==> src/hw/rtl/hht_pkg.sv <==
// ----------------------------------------------------------------------------
// hht_pkg: shared types and constants of the hopscotch hash table
// Request codes, register map, controller states, datapath operations and
// the command and status bundles between controller and datapath.
// ----------------------------------------------------------------------------
package hht_pkg;

	localparam int NUM_BUCKETS_DEF = 1024;
	localparam int NBHD_SIZE_DEF   = 32;
	localparam int KEY_BITS_DEF    = 64;

	localparam int FUNC_W  = 2;
	localparam int KEY_W   = 64;
	localparam int HASH_W  = 64;
	localparam int VAL_W   = 64;
	localparam int SLOT_W  = 10;
	localparam int TS_W    = 11;
	localparam int OFF_W   = 6;
	localparam int DATA_W  = 32;
	localparam int PADDR_W = 3;

	localparam logic [TS_W-1:0] TS_RESET = 11'd1024;

	localparam logic [FUNC_W-1:0] FN_EXISTS = 2'd0;
	localparam logic [FUNC_W-1:0] FN_GET    = 2'd1;
	localparam logic [FUNC_W-1:0] FN_PUT    = 2'd2;

	localparam logic [PADDR_W-3:0] REG_TABLE_SIZE = 1'b0;

	typedef enum logic [4:0] {
		ST_CLEAR,
		ST_IDLE,
		ST_DIV,
		ST_BM_RD,
		ST_BM_LATCH,
		ST_LK_RD,
		ST_LK_CHK,
		ST_HIT_WR,
		ST_DECIDE,
		ST_FULL,
		ST_PR_INIT,
		ST_PR_RD,
		ST_PR_CHK,
		ST_CH_DRY,
		ST_CH_APPLY,
		ST_CH_STEP,
		ST_CH_RD,
		ST_CH_CHK,
		ST_MV_HOLE,
		ST_MV_J,
		ST_MV_BM,
		ST_INS_WR,
		ST_INS_BM,
		ST_FIN
	} state_t;

	typedef enum logic [4:0] {
		OP_IDLE,
		OP_CLR,
		OP_LOAD,
		OP_DIV,
		OP_BM_RD,
		OP_BM_LATCH,
		OP_LK_RD,
		OP_LK_CHK,
		OP_HIT_WR,
		OP_SET_FULL,
		OP_PR_INIT,
		OP_PR_RD,
		OP_PR_CHK,
		OP_CH_START,
		OP_CH_STEP,
		OP_CH_RD,
		OP_CH_CHK,
		OP_MV_HOLE,
		OP_MV_J,
		OP_MV_BM,
		OP_INS_WR,
		OP_INS_BM,
		OP_FIN
	} op_t;

	typedef struct packed {
		op_t  op;
		logic apply;
	} cmd_t;

	typedef struct packed {
		logic clr_last;
		logic div_last;
		logic lk_hit;
		logic lk_last;
		logic put;
		logic ins_req;
		logic room;
		logic pr_free;
		logic pr_last;
		logic near;
		logic j_home;
		logic ch_ok;
		logic pass;
		logic out_free;
	} stat_t;

endpackage

==> src/hw/rtl/hht_ctrl.sv <==
// ----------------------------------------------------------------------------
// hht_ctrl: request sequencer
// Walks one request through hash reduction, neighbourhood lookup, probe,
// displacement chain and insertion by issuing datapath operations.
// ----------------------------------------------------------------------------
module hht_ctrl (
	input  logic          clk,
	input  logic          arst_n,
	input  logic          in_valid,
	output logic          in_stall,
	input  hht_pkg::stat_t stat,
	output hht_pkg::cmd_t  cmd
);
	import hht_pkg::*;

	state_t state_q;
	state_t state_nx;

	always_ff @(posedge clk or negedge arst_n) begin
		if (!arst_n) begin
			state_q <= ST_CLEAR;
		end else begin
			state_q <= state_nx;
		end
	end

	always_comb begin
		state_nx = state_q;
		case (state_q)
			ST_CLEAR:    if (stat.clr_last) state_nx = ST_IDLE;
			ST_IDLE:     if (in_valid) state_nx = ST_DIV;
			ST_DIV:      if (stat.div_last) state_nx = ST_BM_RD;
			ST_BM_RD:    state_nx = ST_BM_LATCH;
			ST_BM_LATCH: state_nx = ST_LK_RD;
			ST_LK_RD:    state_nx = ST_LK_CHK;
			ST_LK_CHK: begin
				if (stat.lk_hit) state_nx = stat.put ? ST_HIT_WR : ST_FIN;
				else if (stat.lk_last) state_nx = ST_DECIDE;
				else state_nx = ST_LK_RD;
			end
			ST_HIT_WR:   state_nx = ST_FIN;
			ST_DECIDE: begin
				if (!stat.ins_req) state_nx = ST_FIN;
				else if (!stat.room) state_nx = ST_FULL;
				else state_nx = ST_PR_INIT;
			end
			ST_FULL:     state_nx = ST_FIN;
			ST_PR_INIT:  state_nx = ST_PR_RD;
			ST_PR_RD:    state_nx = ST_PR_CHK;
			ST_PR_CHK: begin
				if (stat.pr_free) state_nx = ST_CH_DRY;
				else if (stat.pr_last) state_nx = ST_FULL;
				else state_nx = ST_PR_RD;
			end
			ST_CH_DRY:   state_nx = ST_CH_STEP;
			ST_CH_APPLY: state_nx = ST_CH_STEP;
			ST_CH_STEP: begin
				// The dry pass proves the chain; the second pass moves entries.
				if (stat.near) state_nx = stat.pass ? ST_INS_WR : ST_CH_APPLY;
				else if (stat.j_home) state_nx = ST_FULL;
				else state_nx = ST_CH_RD;
			end
			ST_CH_RD:    state_nx = ST_CH_CHK;
			ST_CH_CHK: begin
				if (stat.ch_ok && stat.pass) state_nx = ST_MV_HOLE;
				else state_nx = ST_CH_STEP;
			end
			ST_MV_HOLE:  state_nx = ST_MV_J;
			ST_MV_J:     state_nx = ST_MV_BM;
			ST_MV_BM:    state_nx = ST_CH_STEP;
			ST_INS_WR:   state_nx = ST_INS_BM;
			ST_INS_BM:   state_nx = ST_FIN;
			ST_FIN:      if (stat.out_free) state_nx = ST_IDLE;
			default:     state_nx = ST_CLEAR;
		endcase
	end

	always_comb begin
		cmd.op    = OP_IDLE;
		cmd.apply = 1'b0;
		in_stall  = (state_q != ST_IDLE);
		case (state_q)
			ST_CLEAR:    cmd.op = OP_CLR;
			ST_IDLE:     cmd.op = in_valid ? OP_LOAD : OP_IDLE;
			ST_DIV:      cmd.op = OP_DIV;
			ST_BM_RD:    cmd.op = OP_BM_RD;
			ST_BM_LATCH: cmd.op = OP_BM_LATCH;
			ST_LK_RD:    cmd.op = OP_LK_RD;
			ST_LK_CHK:   cmd.op = OP_LK_CHK;
			ST_HIT_WR:   cmd.op = OP_HIT_WR;
			ST_DECIDE:   cmd.op = OP_IDLE;
			ST_FULL:     cmd.op = OP_SET_FULL;
			ST_PR_INIT:  cmd.op = OP_PR_INIT;
			ST_PR_RD:    cmd.op = OP_PR_RD;
			ST_PR_CHK:   cmd.op = OP_PR_CHK;
			ST_CH_DRY:   cmd.op = OP_CH_START;
			ST_CH_APPLY: begin
				cmd.op    = OP_CH_START;
				cmd.apply = 1'b1;
			end
			ST_CH_STEP:  cmd.op = OP_CH_STEP;
			ST_CH_RD:    cmd.op = OP_CH_RD;
			ST_CH_CHK:   cmd.op = OP_CH_CHK;
			ST_MV_HOLE:  cmd.op = OP_MV_HOLE;
			ST_MV_J:     cmd.op = OP_MV_J;
			ST_MV_BM:    cmd.op = OP_MV_BM;
			ST_INS_WR:   cmd.op = OP_INS_WR;
			ST_INS_BM:   cmd.op = OP_INS_BM;
			ST_FIN:      cmd.op = stat.out_free ? OP_FIN : OP_IDLE;
			default:     cmd.op = OP_IDLE;
		endcase
	end

endmodule

==> config.mk <==
export PLATFORM = sky130hd
export DESIGN_NAME = hht_ctrl
export DESIGN_NICKNAME = d
export VERILOG_FILES = /design/src/hw/rtl/hht_pkg.sv /design/src/hw/rtl/hht_ctrl.sv
export SDC_FILE = /design/constraint.sdc
export NUM_CORES = 1
export LEC_CHECK = 0
export BUFFER_PORTS_ARGS = -buffer_cell sky130_fd_sc_hd__buf_4
export CORE_ASPECT_RATIO = 1.1
export CORE_MARGIN = 8
export CORE_UTILIZATION = 50
export CTS_CLUSTER_DIAMETER = 80
export DETAILED_ROUTE_END_ITERATION = 6
export PLACE_DENSITY_LB_ADDON = 0.05
export REMOVE_ABC_BUFFERS = 1
export SETUP_SLACK_MARGIN = 0.2
export SYNTH_ARGS = -nofsm -noshare
export SYNTH_HDL_FRONTEND = slang
export SYNTH_SLANG_ARGS = --single-unit
==> constraint.sdc <==
create_clock -name clk -period 1.74 [get_ports clk]
set_clock_uncertainty 0.1 [all_clocks]
set_input_delay 0.348 -clock clk [delete_from_list [all_inputs] [get_ports clk]]
set_output_delay 0.348 -clock clk [all_outputs]
set_load 0.02 [all_outputs]
==> flow_metrics.env, run 1 <==
export IMPL_status="aborted with a tool error"
export IMPL_lastStage="5_1_grt"
export IMPL_error_message="[ERROR DPL-0038] Utilization greater than 100%, impossible to legalize"
export IMPL_clock_path_buffers=2
export IMPL_synth_cell_types=46
export IMPL_cts_sinks=5
export IMPL_synth_edf_count=0
export IMPL_cts_root_buffer="clkbuf_4"
export IMPL_yosysWarnings=0
export IMPL_io_pins=24
export IMPL_io_buffers=23
export IMPL_synthCells=130
export IMPL_yosysTopAreaCell="dfrtp_1"
export IMPL_ys_ff_latch=5
export IMPL_worst_endpoint="cmd[2]"
export IMPL_numCtsBuffers=3
export IMPL_ys_flop_type="dfrtp_1"
export IMPL_gp_congestion=1.01
export IMPL_synth_area_sq_um=915
export IMPL_worst_ep_kind="primary output"
export IMPL_htreeDepth=1
export IMPL_avgSynthCellArea_sq_um=7.04
export IMPL_dieHeight_um=60.9
export IMPL_fp_dieW_um=56.8
export IMPL_start_util=0.519
export IMPL_async_flop_share=1.00
export IMPL_rows=16
export IMPL_synth_top_area_frac=0.137
export IMPL_synth_area_leaders="dfrtp_1 (14%), buf_6 (6.2%), a21oi_1 (6.0%), nand2_1 (4.9%), nor2_1 (4.9%)"
export IMPL_yosysSeqAreaShare=0.137
export IMPL_dp_hpwl_um=2460
export IMPL_grt_max_degree=11
## cell families after synthesis
logic type,count (synthesis),synth area share
AND/OR/NAND/NOR,61,0.395
multiplexers,2,0.0219
AO/OA/AOI/OAI,42,0.297
flip-flops,5,0.137
XOR/XNOR,1,0.00958
buffers and inverters,19,0.140
## what timing repair did
item | 4_1_cts
cloned | 1
hold buffers | 1
pin swaps | 16
gates resized for setup | 35
endpoints found under the setup margin | 12
setup buffers | 17
hold endpoints to repair | 5
## cell usage after synthesis (3+ instances only)
cell type / n
o22ai_1: 3
nand2_1: 12
buf_4: 4
nor2_1: 12
nor3_1: 5
a221oi_1: 3
buf_2: 3
inv_1: 6
o21ai_0: 8
dfrtp_1: 5
buf_6: 5
o21ai_1: 4
nand2b_1: 6
nand3_1: 5
a21oi_1: 11
## through the flow
step | hold WS [ps] | std cells | instance area [sq um] | worst slack [ps]
2_1_floorplan | -47.6 | 118 | 813 | -413
4_1_cts | 285 | 210 | 1540 | -254
3_5_place_dp | 52.5 | 187 | 1230 | -105
3_3_place_gp | 49.8 | 187 | 1230 | -95.4
==> inputs of run 2 (changes only) <==
- CORE_AREA: unset -> 8 8 69 71
- CORE_ASPECT_RATIO: 1.1 -> unset
- CORE_MARGIN: 8 -> unset
- CORE_UTILIZATION: 50 -> unset
- CTS_CLUSTER_DIAMETER: 80 -> unset
- DIE_AREA: unset -> 0 0 77 79
- PLACE_DENSITY_LB_ADDON: 0.05 -> 0.15
- SETUP_SLACK_MARGIN: 0.2 -> unset
==> flow_metrics.env, run 2 <==
export IMPL_status="finished, violations left"
export IMPL_violations="negative setup slack"
export IMPL_finalHoldViolCount=0
export IMPL_regArea_sq_um=130
export IMPL_cpMostUsedCell="buf_4"
export IMPL_path_depth=5
export IMPL_path_cells="buf_4 -> nand3b_1 -> or3_1 -> inv_1 -> buf_4"
export IMPL_multi_input_area_sq_um=778
export IMPL_drc=0
export IMPL_dp_hpwl_um=2920
export IMPL_finalSetupTns_ps=-1660
export IMPL_ir_worst_vdd_mv=0.934
export IMPL_fin_area_sq_um=1650
export IMPL_power_density_nw_per_um2=1880
export IMPL_grt_max_degree=12
export IMPL_syn_to_final_growth_pct=80.7
export IMPL_fin_nets=213
export IMPL_cts_sinks=5
export IMPL_post_route_worst_setup_slack_ps=-246
export IMPL_fin_crit_sh=1.14
export IMPL_synth_top_area_frac=0.137
export IMPL_synthCells=130
export IMPL_yosysTopAreaCell="dfrtp_1"
export IMPL_r2r_start="state_q[1]$_DFFE_PN0P_"
export IMPL_p_leak_uw=0.000759
export IMPL_yosysSeqAreaShare=0.137
export IMPL_fmax_mhz=503
export IMPL_antenna_cells=0
export IMPL_synth_common_cells="nand2_1 (12), nor2_1 (12), a21oi_1 (11)"
export IMPL_end_kind="output port"
export IMPL_rsz0062_at_grt="true"
export IMPL_worst_path_max_fanout=8
export IMPL_cp_endpoint="cmd[0]"
export IMPL_antenna_found_initial=0
export IMPL_min_period_ps=1990
export IMPL_firstDrtPassIters=4
export IMPL_synth_area_sq_um=915
export IMPL_dp_cells=229
export IMPL_ys_flop_type="dfrtp_1"
export IMPL_cts_tree="done"
export IMPL_via_per_inst=5.19
export IMPL_relSlewSlack=0.769
export IMPL_drive_above_1_share=0.523
export IMPL_fillers=414
export IMPL_ant_nets=0
export IMPL_cts_root_buffer="clkbuf_8"
export IMPL_crit_arrival_ps=1540
export IMPL_wl_um=3850
export IMPL_drt_initial_drc_count=82
export IMPL_max_stage_delay_ps=430
export IMPL_start_util=0.241
export IMPL_hold_slack_ps=328
export IMPL_track_usage=0.125
export IMPL_synth_area_leaders="dfrtp_1 (14%), buf_6 (6.2%), a21oi_1 (6.0%), nand2_1 (4.9%), nor2_1 (4.9%)"
export IMPL_grt_pass1_vias=1214
export IMPL_clk_latency_ps=230
export IMPL_rrSetupSlack_ps=-120
export IMPL_fp_coreArea_sq_um=3800
export IMPL_criticalPathCategory="reg -> out"
export IMPL_hp_class="in -> reg"
export IMPL_grt_pass1_wl_um=6040
export IMPL_synth_edf_count=0
export IMPL_place_ws_ps=-98.7
export IMPL_dieHeight_um=79
export IMPL_avgSynthCellArea_sq_um=7.04
export IMPL_yosysWarnings=0
export IMPL_r2r_end="state_q[4]$_DFFE_PN0P_"
export IMPL_reg_top3="state_q x5"
export IMPL_wl_per_cell_um=15.7
export IMPL_die_area_sq_um=6080
export IMPL_rows=23
export IMPL_largest_reg_flops=5
export IMPL_clock_path_buffers=2
export IMPL_dpl_cell_area_sq_um=1350
export IMPL_cap_violations=0
export IMPL_final_cells=245
export IMPL_crit_path_start_kind="flop"
export IMPL_drv_slew=0
export IMPL_path_clk_slew_ps=40
export IMPL_final_cell_mix="buf_4 (60), nand2_1 (11), buf_6 (10)"
export IMPL_vias=1271
export IMPL_critPathRequiredTime_ps=1290
export IMPL_io_pins=24
export IMPL_io_buffers=23
export IMPL_critPathSlowestCell="dfrtp_2"
export IMPL_async_flop_share=1.00
export IMPL_ys_ff_latch=5
export IMPL_overflow=0
export IMPL_tightest_slew_ps=343
export IMPL_fp_dieW_um=77
export IMPL_setup_viol=12
export IMPL_top_register="state_q"
export IMPL_reg2regPathDepth=6
export IMPL_gp_congestion=0.929
export IMPL_layout_commonest_cell="buf_4"
export IMPL_numCtsBuffers=3
export IMPL_startpoint="state_q[2]$_DFFE_PN0P_"
export IMPL_crit_buf_inv=3
export IMPL_cpLargestDelayFamily="simple AND/OR/NAND/NOR gates"
export IMPL_htreeDepth=1
export IMPL_synth_cell_types=46
==> run 2: what timing repair did <==
| item | CTS | global route |
|---|---|---|
| endpoints found under the hold margin | 5 | 0 |
| setup endpoints to repair | 11 | 12 |
| pin swaps | 5 | 10 |
| hold buffers | 1 | 0 |
| resized for setup | 32 | 14 |
| gates cloned | 0 | 0 |
| setup buffers | 5 | 6 |
==> run 2: stage by stage <==
step / util / total power (uW)
detailed placement: 0.354 / 2320
global route: 0.435 / 3340
global placement: 0.354 / 2350
floorplan: - / 1270
CTS: 0.405 / 2860
finish: 0.435 / 3110
==> run 2: cell type report <==
cell class                 count  share of cell area
sequential                     5              0.0787
clock buffer                   4              0.0273
tap                           50              0.0379
timing repair buffer          73               0.368
inverter                       7              0.0174
multi-input combinational    106               0.471
==> run 2: cell families after synthesis <==
group	synth area share
simple gates	0.395
compound gates	0.297
xor+xnor	0.00958
buf+inv	0.140
flops	0.137
mux	0.0219
==> run 2: worst min-delay path: stages <==
cell      delay [ps]
buf_4            100
a221oi_1          70
o21ai_1           80
==> run 2: metal layers <==
layer  routed length [um]  global-route usage  part of all wire  vias up
met5                    0                   0                 0        -
met4                   34              0.0226            0.0088        0
met3                  234              0.0395             0.061        8
met2                 1830               0.210              0.48       47
met1                 1750               0.155              0.45      602
li1                     -                   -                 -      614
==> run 2: report_power, final <==
group / total, uW / internal [uW] / switching (uW)
sequential: 285 / 182 / 104
combinational: 2610 / 1340 / 1260
clock: 219 / 158 / 61.6
total: 3110 / 1680 / 1430
==> run 2: how the worst min path moves through the flow <==
stage / start / endpoint / slack [ps] / cells past startpoint
finish: stat[8] / state_q[3]$_DFFE_PN0P_ / 330 / 3
global route: stat[8] / state_q[3]$_DFFE_PN0P_ / 330 / 3
CTS: stat[8] / state_q[3]$_DFFE_PN0P_ / 310 / 3
detailed placement: arst_n / state_q[1]$_DFFE_PN0P_ / 60 / 1
global placement: arst_n / state_q[3]$_DFFE_PN0P_ / 60 / 1
floorplan: arst_n / state_q[0]$_DFFE_PN0P_ / -50 / 0
Note: power is estimated with default switching activity, not from simulation.
==> inputs of run 3 (changes only) <==
- GPL_TIMING_DRIVEN: unset -> 0
==> flow_metrics.env, run 3 (same netlist as run 2, synthesis figures left out) <==
export IMPL_vias=1213
export IMPL_clk_latency_ps=220
export IMPL_clock_path_buffers=2
export IMPL_rsz0062_at_grt="true"
export IMPL_grt_pass1_vias=1217
export IMPL_gp_congestion=0.785
export IMPL_drc=0
export IMPL_violations="negative setup slack"
export IMPL_fp_dieW_um=77
export IMPL_drive_above_1_share=0.525
export IMPL_overflow=0
export IMPL_power_density_nw_per_um2=1920
export IMPL_dp_hpwl_um=2210
export IMPL_dpl_cell_area_sq_um=1050
export IMPL_fin_nets=195
export IMPL_path_cells="buf_6 -> nor2_4 -> nand2_2 -> o21ai_2 -> a21oi_1 -> o22ai_1 -> buf_4"
export IMPL_ant_nets=0
export IMPL_layout_commonest_cell="buf_4"
export IMPL_hp_class="in -> reg"
export IMPL_fp_coreArea_sq_um=3800
export IMPL_status="finished, violations left"
export IMPL_place_ws_ps=-596
export IMPL_die_area_sq_um=6080
export IMPL_hold_slack_ps=300
export IMPL_cap_violations=0
export IMPL_critPathSlowestCell="dfrtp_4"
export IMPL_dieHeight_um=79
export IMPL_finalSetupTns_ps=-2090
export IMPL_io_buffers=23
export IMPL_fmax_mhz=486
export IMPL_tightest_slew_ps=297
export IMPL_top_register="state_q"
export IMPL_post_route_worst_setup_slack_ps=-317
export IMPL_crit_path_start_kind="flop"
export IMPL_worst_path_max_fanout=5
export IMPL_antenna_found_initial=0
export IMPL_relSlewSlack=0.802
export IMPL_grt_pass1_wl_um=6270
export IMPL_via_per_inst=5.34
export IMPL_wl_per_cell_um=18.0
export IMPL_end_kind="output port"
export IMPL_cts_root_buffer="clkbuf_8"
export IMPL_fillers=402
export IMPL_numCtsBuffers=3
export IMPL_drv_slew=0
export IMPL_cts_sinks=5
export IMPL_power_uw=3010
export IMPL_antenna_cells=0
export IMPL_startpoint="state_q[2]$_DFFE_PN0P_"
export IMPL_track_usage=0.126
export IMPL_firstDrtPassIters=4
export IMPL_fin_area_sq_um=1570
export IMPL_critPathRequiredTime_ps=1290
export IMPL_finalHoldViolCount=0
export IMPL_final_cell_mix="buf_4 (41), buf_6 (12), nand2_1 (11)"
export IMPL_p_leak_uw=0.000691
export IMPL_min_period_ps=2060
export IMPL_ir_worst_vdd_mv=0.901
export IMPL_largest_reg_flops=5
export IMPL_min_delay_start="stat[8]"
export IMPL_start_util=0.241
export IMPL_wl_um=4080
export IMPL_criticalPathCategory="reg -> out"
export IMPL_fin_crit_sh=1.18
export IMPL_htreeDepth=1
export IMPL_cts_tree="done"
export IMPL_io_pins=24
export IMPL_syn_to_final_growth_pct=71.7
export IMPL_path_clk_slew_ps=40
export IMPL_max_stage_delay_ps=480
export IMPL_r2r_start="state_q[1]$_DFFE_PN0P_"
export IMPL_setup_viol=10
export IMPL_rows=23
export IMPL_reg_top3="state_q x5"
export IMPL_crit_arrival_ps=1610
export IMPL_grt_max_degree=14
export IMPL_drt_initial_drc_count=101
[run 3: metrics by stage]
step                      std cells  utilization
after floorplan                 118            -
after global placement          191        0.276
after detailed placement        191        0.276
after CTS                       219        0.374
after global routing            227        0.413
final                           227        0.413
[run 3: routing by layer]
metal,share of wire,routed length [um],track usage,vias up
met5,0,0,0,-
met4,0.014,57,0.0189,0
met3,0.086,350,0.0282,6
met2,0.48,1950,0.214,55
met1,0.42,1730,0.163,574
li1,-,-,-,578
[run 3: worst paths after layout]
check	to	slack, ps	cells after the start
setup / recovery	cmd[2]	-320	7
hold / removal	state_q[3]$_DFFE_PN0P_	300	3
setup reg to reg	state_q[1]$_DFFE_PN0P_	-150	7
hold reg to reg	state_q[1]$_DFFE_PN0P_	780	3
max in group asynchronous	state_q[2]$_DFFE_PN0P_	1050	2
min in group asynchronous	state_q[0]$_DFFE_PN0P_	370	2
[run 3: timing repair]
action / in CTS / in global routing
pin swaps: 4 / 18
hold buffers: 1 / 0
setup buffers: 23 / 9
resized for setup: 38 / 25
setup endpoints to repair: 12 / 12
endpoints found under the hold margin: 5 / 0
[run 3: final cells by class]
| type | count | area [sq um] | share of cell area |
|---|---|---|---|
| multi-input combinational | 106 | 818 | 0.521 |
| timing repair buffer | 55 | 473 | 0.301 |
| clock inverter | 1 | 5.00 | 0.00319 |
| tap | 50 | 62.6 | 0.0398 |
| sequential | 5 | 144 | 0.0916 |
| inverter | 7 | 26.3 | 0.0167 |
| clock buffer | 3 | 41.3 | 0.0263 |
[run 3: critical path: cells and delay by family (launching register included)]
family          cells  cell delay (ps)
simple gates        2              190
buf+inv             2              320
flops               1              480
compound gates      3              390
[run 3: report_power, final]
| group | internal (uW) | switching, uW |
|---|---|---|
| clock network | 154 | 60.6 |
| logic | 1180 | 1260 |
| registers | 208 | 144 |
==> inputs of run 4 (changes only) <==
- clock period: 1.74 -> 2.6 ns (I/O delays scaled with it)
==> flow_metrics.env, run 4 (same netlist as run 2, synthesis figures left out) <==
export IMPL_startpoint="state_q[0]$_DFFE_PN0P_"
export IMPL_rrSetupSlack_ps=450
export IMPL_firstDrtPassIters=4
export IMPL_top_register="state_q"
export IMPL_relSlewSlack=0.439
export IMPL_grt_pass1_wl_um=5070
export IMPL_finalHoldViolCount=0
export IMPL_setup_viol=0
export IMPL_reg2regPathDepth=5
export IMPL_swShare=0.543
export IMPL_fp_dieW_um=77
export IMPL_r2r_start="state_q[0]$_DFFE_PN0P_"
export IMPL_critPathSlowestCell="dfrtp_1"
export IMPL_power_density_nw_per_um2=1190
export IMPL_die_area_sq_um=6080
export IMPL_grt_max_degree=31
export IMPL_crit_arrival_ps=1810
export IMPL_worst_path_max_fanout=24
export IMPL_start_util=0.241
export IMPL_drv_slew=0
export IMPL_crit_path_start_kind="flop"
export IMPL_drc=0
export IMPL_antenna_found_initial=0
export IMPL_largest_reg_flops=5
export IMPL_end_kind="output port"
export IMPL_layout_commonest_cell="buf_4"
export IMPL_path_clk_slew_ps=40
export IMPL_power_uw=1330
export IMPL_ant_nets=0
export IMPL_grt_pass1_vias=1026
export IMPL_finalSetupTns_ps=0
export IMPL_fmax_mhz=412
export IMPL_drive_above_1_share=0.260
export IMPL_min_delay_path_depth=3
export IMPL_cts_root_buffer="clkbuf_8"
export IMPL_wl_um=3010
export IMPL_io_pins=24
export IMPL_drt_initial_drc_count=114
export IMPL_rows=23
export IMPL_status="finished clean"
export IMPL_cp_endpoint="cmd[0]"
export IMPL_p_sw_uw=724
export IMPL_gp_congestion=0.785
export IMPL_cts_sinks=5
export IMPL_max_stage_delay_ps=680
export IMPL_vias=1003
export IMPL_cts_setup_buffers=0
export IMPL_reg_top3="state_q x5"
export IMPL_dp_hpwl_um=2210
export IMPL_fin_crit_sh=0.934
export IMPL_overflow=0
export IMPL_cap_violations=0
export IMPL_criticalPathCategory="reg -> out"
export IMPL_track_usage=0.0983
export IMPL_io_buffers=23
export IMPL_tightest_slew_ps=841
export IMPL_p_clk_frac=0.105
export IMPL_rsz0062_at_grt="false"
export IMPL_dieHeight_um=79
export IMPL_hp_class="in -> reg"
export IMPL_path_cells="nand3b_1 -> or3_1 -> inv_1 -> buf_4"
export IMPL_ir_worst_vdd_mv=0.507
export IMPL_min_period_ps=2430
export IMPL_clock_path_buffers=2
export IMPL_clk_latency_ps=220
export IMPL_p_int_uw=610
export IMPL_p_leak_uw=0.000480
export IMPL_htreeDepth=1
export IMPL_via_per_inst=5.12
export IMPL_r2r_end="state_q[4]$_DFFE_PN0P_"
export IMPL_syn_to_final_growth_pct=22.4
export IMPL_wl_per_cell_um=15.4
export IMPL_fin_nets=164
export IMPL_p_comb_frac=0.617
export IMPL_pwr_share_seq=0.278
export IMPL_fp_coreArea_sq_um=3800
export IMPL_critPathRequiredTime_ps=1980
export IMPL_antenna_cells=0
export IMPL_cts_tree="done"
export IMPL_numCtsBuffers=3
export IMPL_final_cell_mix="buf_4 (23), nand2_1 (12), a21oi_1 (11), nor2_1 (11), o21ai_0 (8)"
[run 4: per-layer routing]
metal / share of wire / vias up / global-route usage
met2: 0.44 / 19 / 0.159
li1: - / 515 / -
met3: 0.047 / 2 / 0.0282
met1: 0.51 / 467 / 0.132
met4: 0.0020 / 0 / 0.00566
met5: 0 / - / 0
[run 4: power by group through the flow]
stage	combinational [uW]	sequential (uW)	clock [uW]
floorplan	578	274	0
global placement	822	345	0
detailed placement	828	351	0
CTS	832	356	144
global route	920	394	150
finish	823	371	141
[run 4: timing repair]
| action | 4_1_cts | 5_1_grt |
|---|---|---|
| setup endpoints to repair | 3 | 2 |
| hold buffers | 1 | 0 |
| gates resized for setup | 4 | 3 |
| hold endpoints to repair | 5 | 0 |
| cloned | 0 | 0 |
[run 4: cell type report]
class,count,area [sq um]
Fill cell,442,2680
Multi-Input combinational cell,106,669
Timing Repair Buffer,24,183
Sequential cell,5,133
Tap cell,50,62.6
Clock buffer,3,41.3
Inverter,7,26.3
Clock inverter,1,5.00
[run 4: worst max-delay path, delay by kind of cell, from the launching register on]
kind / cells / cell delay (ps)
flops: 1 / 680
simple gates: 2 / 700
buf+inv: 2 / 200
[run 4: worst min path at each step]
stage	from	endpoint	slack, ps
CTS	stat[8]	state_q[3]$_DFFE_PN0P_	480
floorplan	arst_n	state_q[0]$_DFFE_PN0P_	120
detailed placement	arst_n	state_q[0]$_DFFE_PN0P_	220
finish	stat[8]	state_q[3]$_DFFE_PN0P_	490
global route	stat[8]	state_q[3]$_DFFE_PN0P_	510
global placement	arst_n	state_q[1]$_DFFE_PN0P_	220
[run 4: through the flow]
stage	hold WS [ps]	area (sq um)	util	instances	worst slack, ps
2_1_floorplan	124	813	-	118	275
3_3_place_gp	220	1050	0.276	191	55.5
3_5_place_dp	222	1050	0.276	191	92.2
4_1_cts	480	1110	0.292	196	36.9
5_1_grt	510	1120	0.295	196	45.0
6_report	487	1120	0.295	196	173
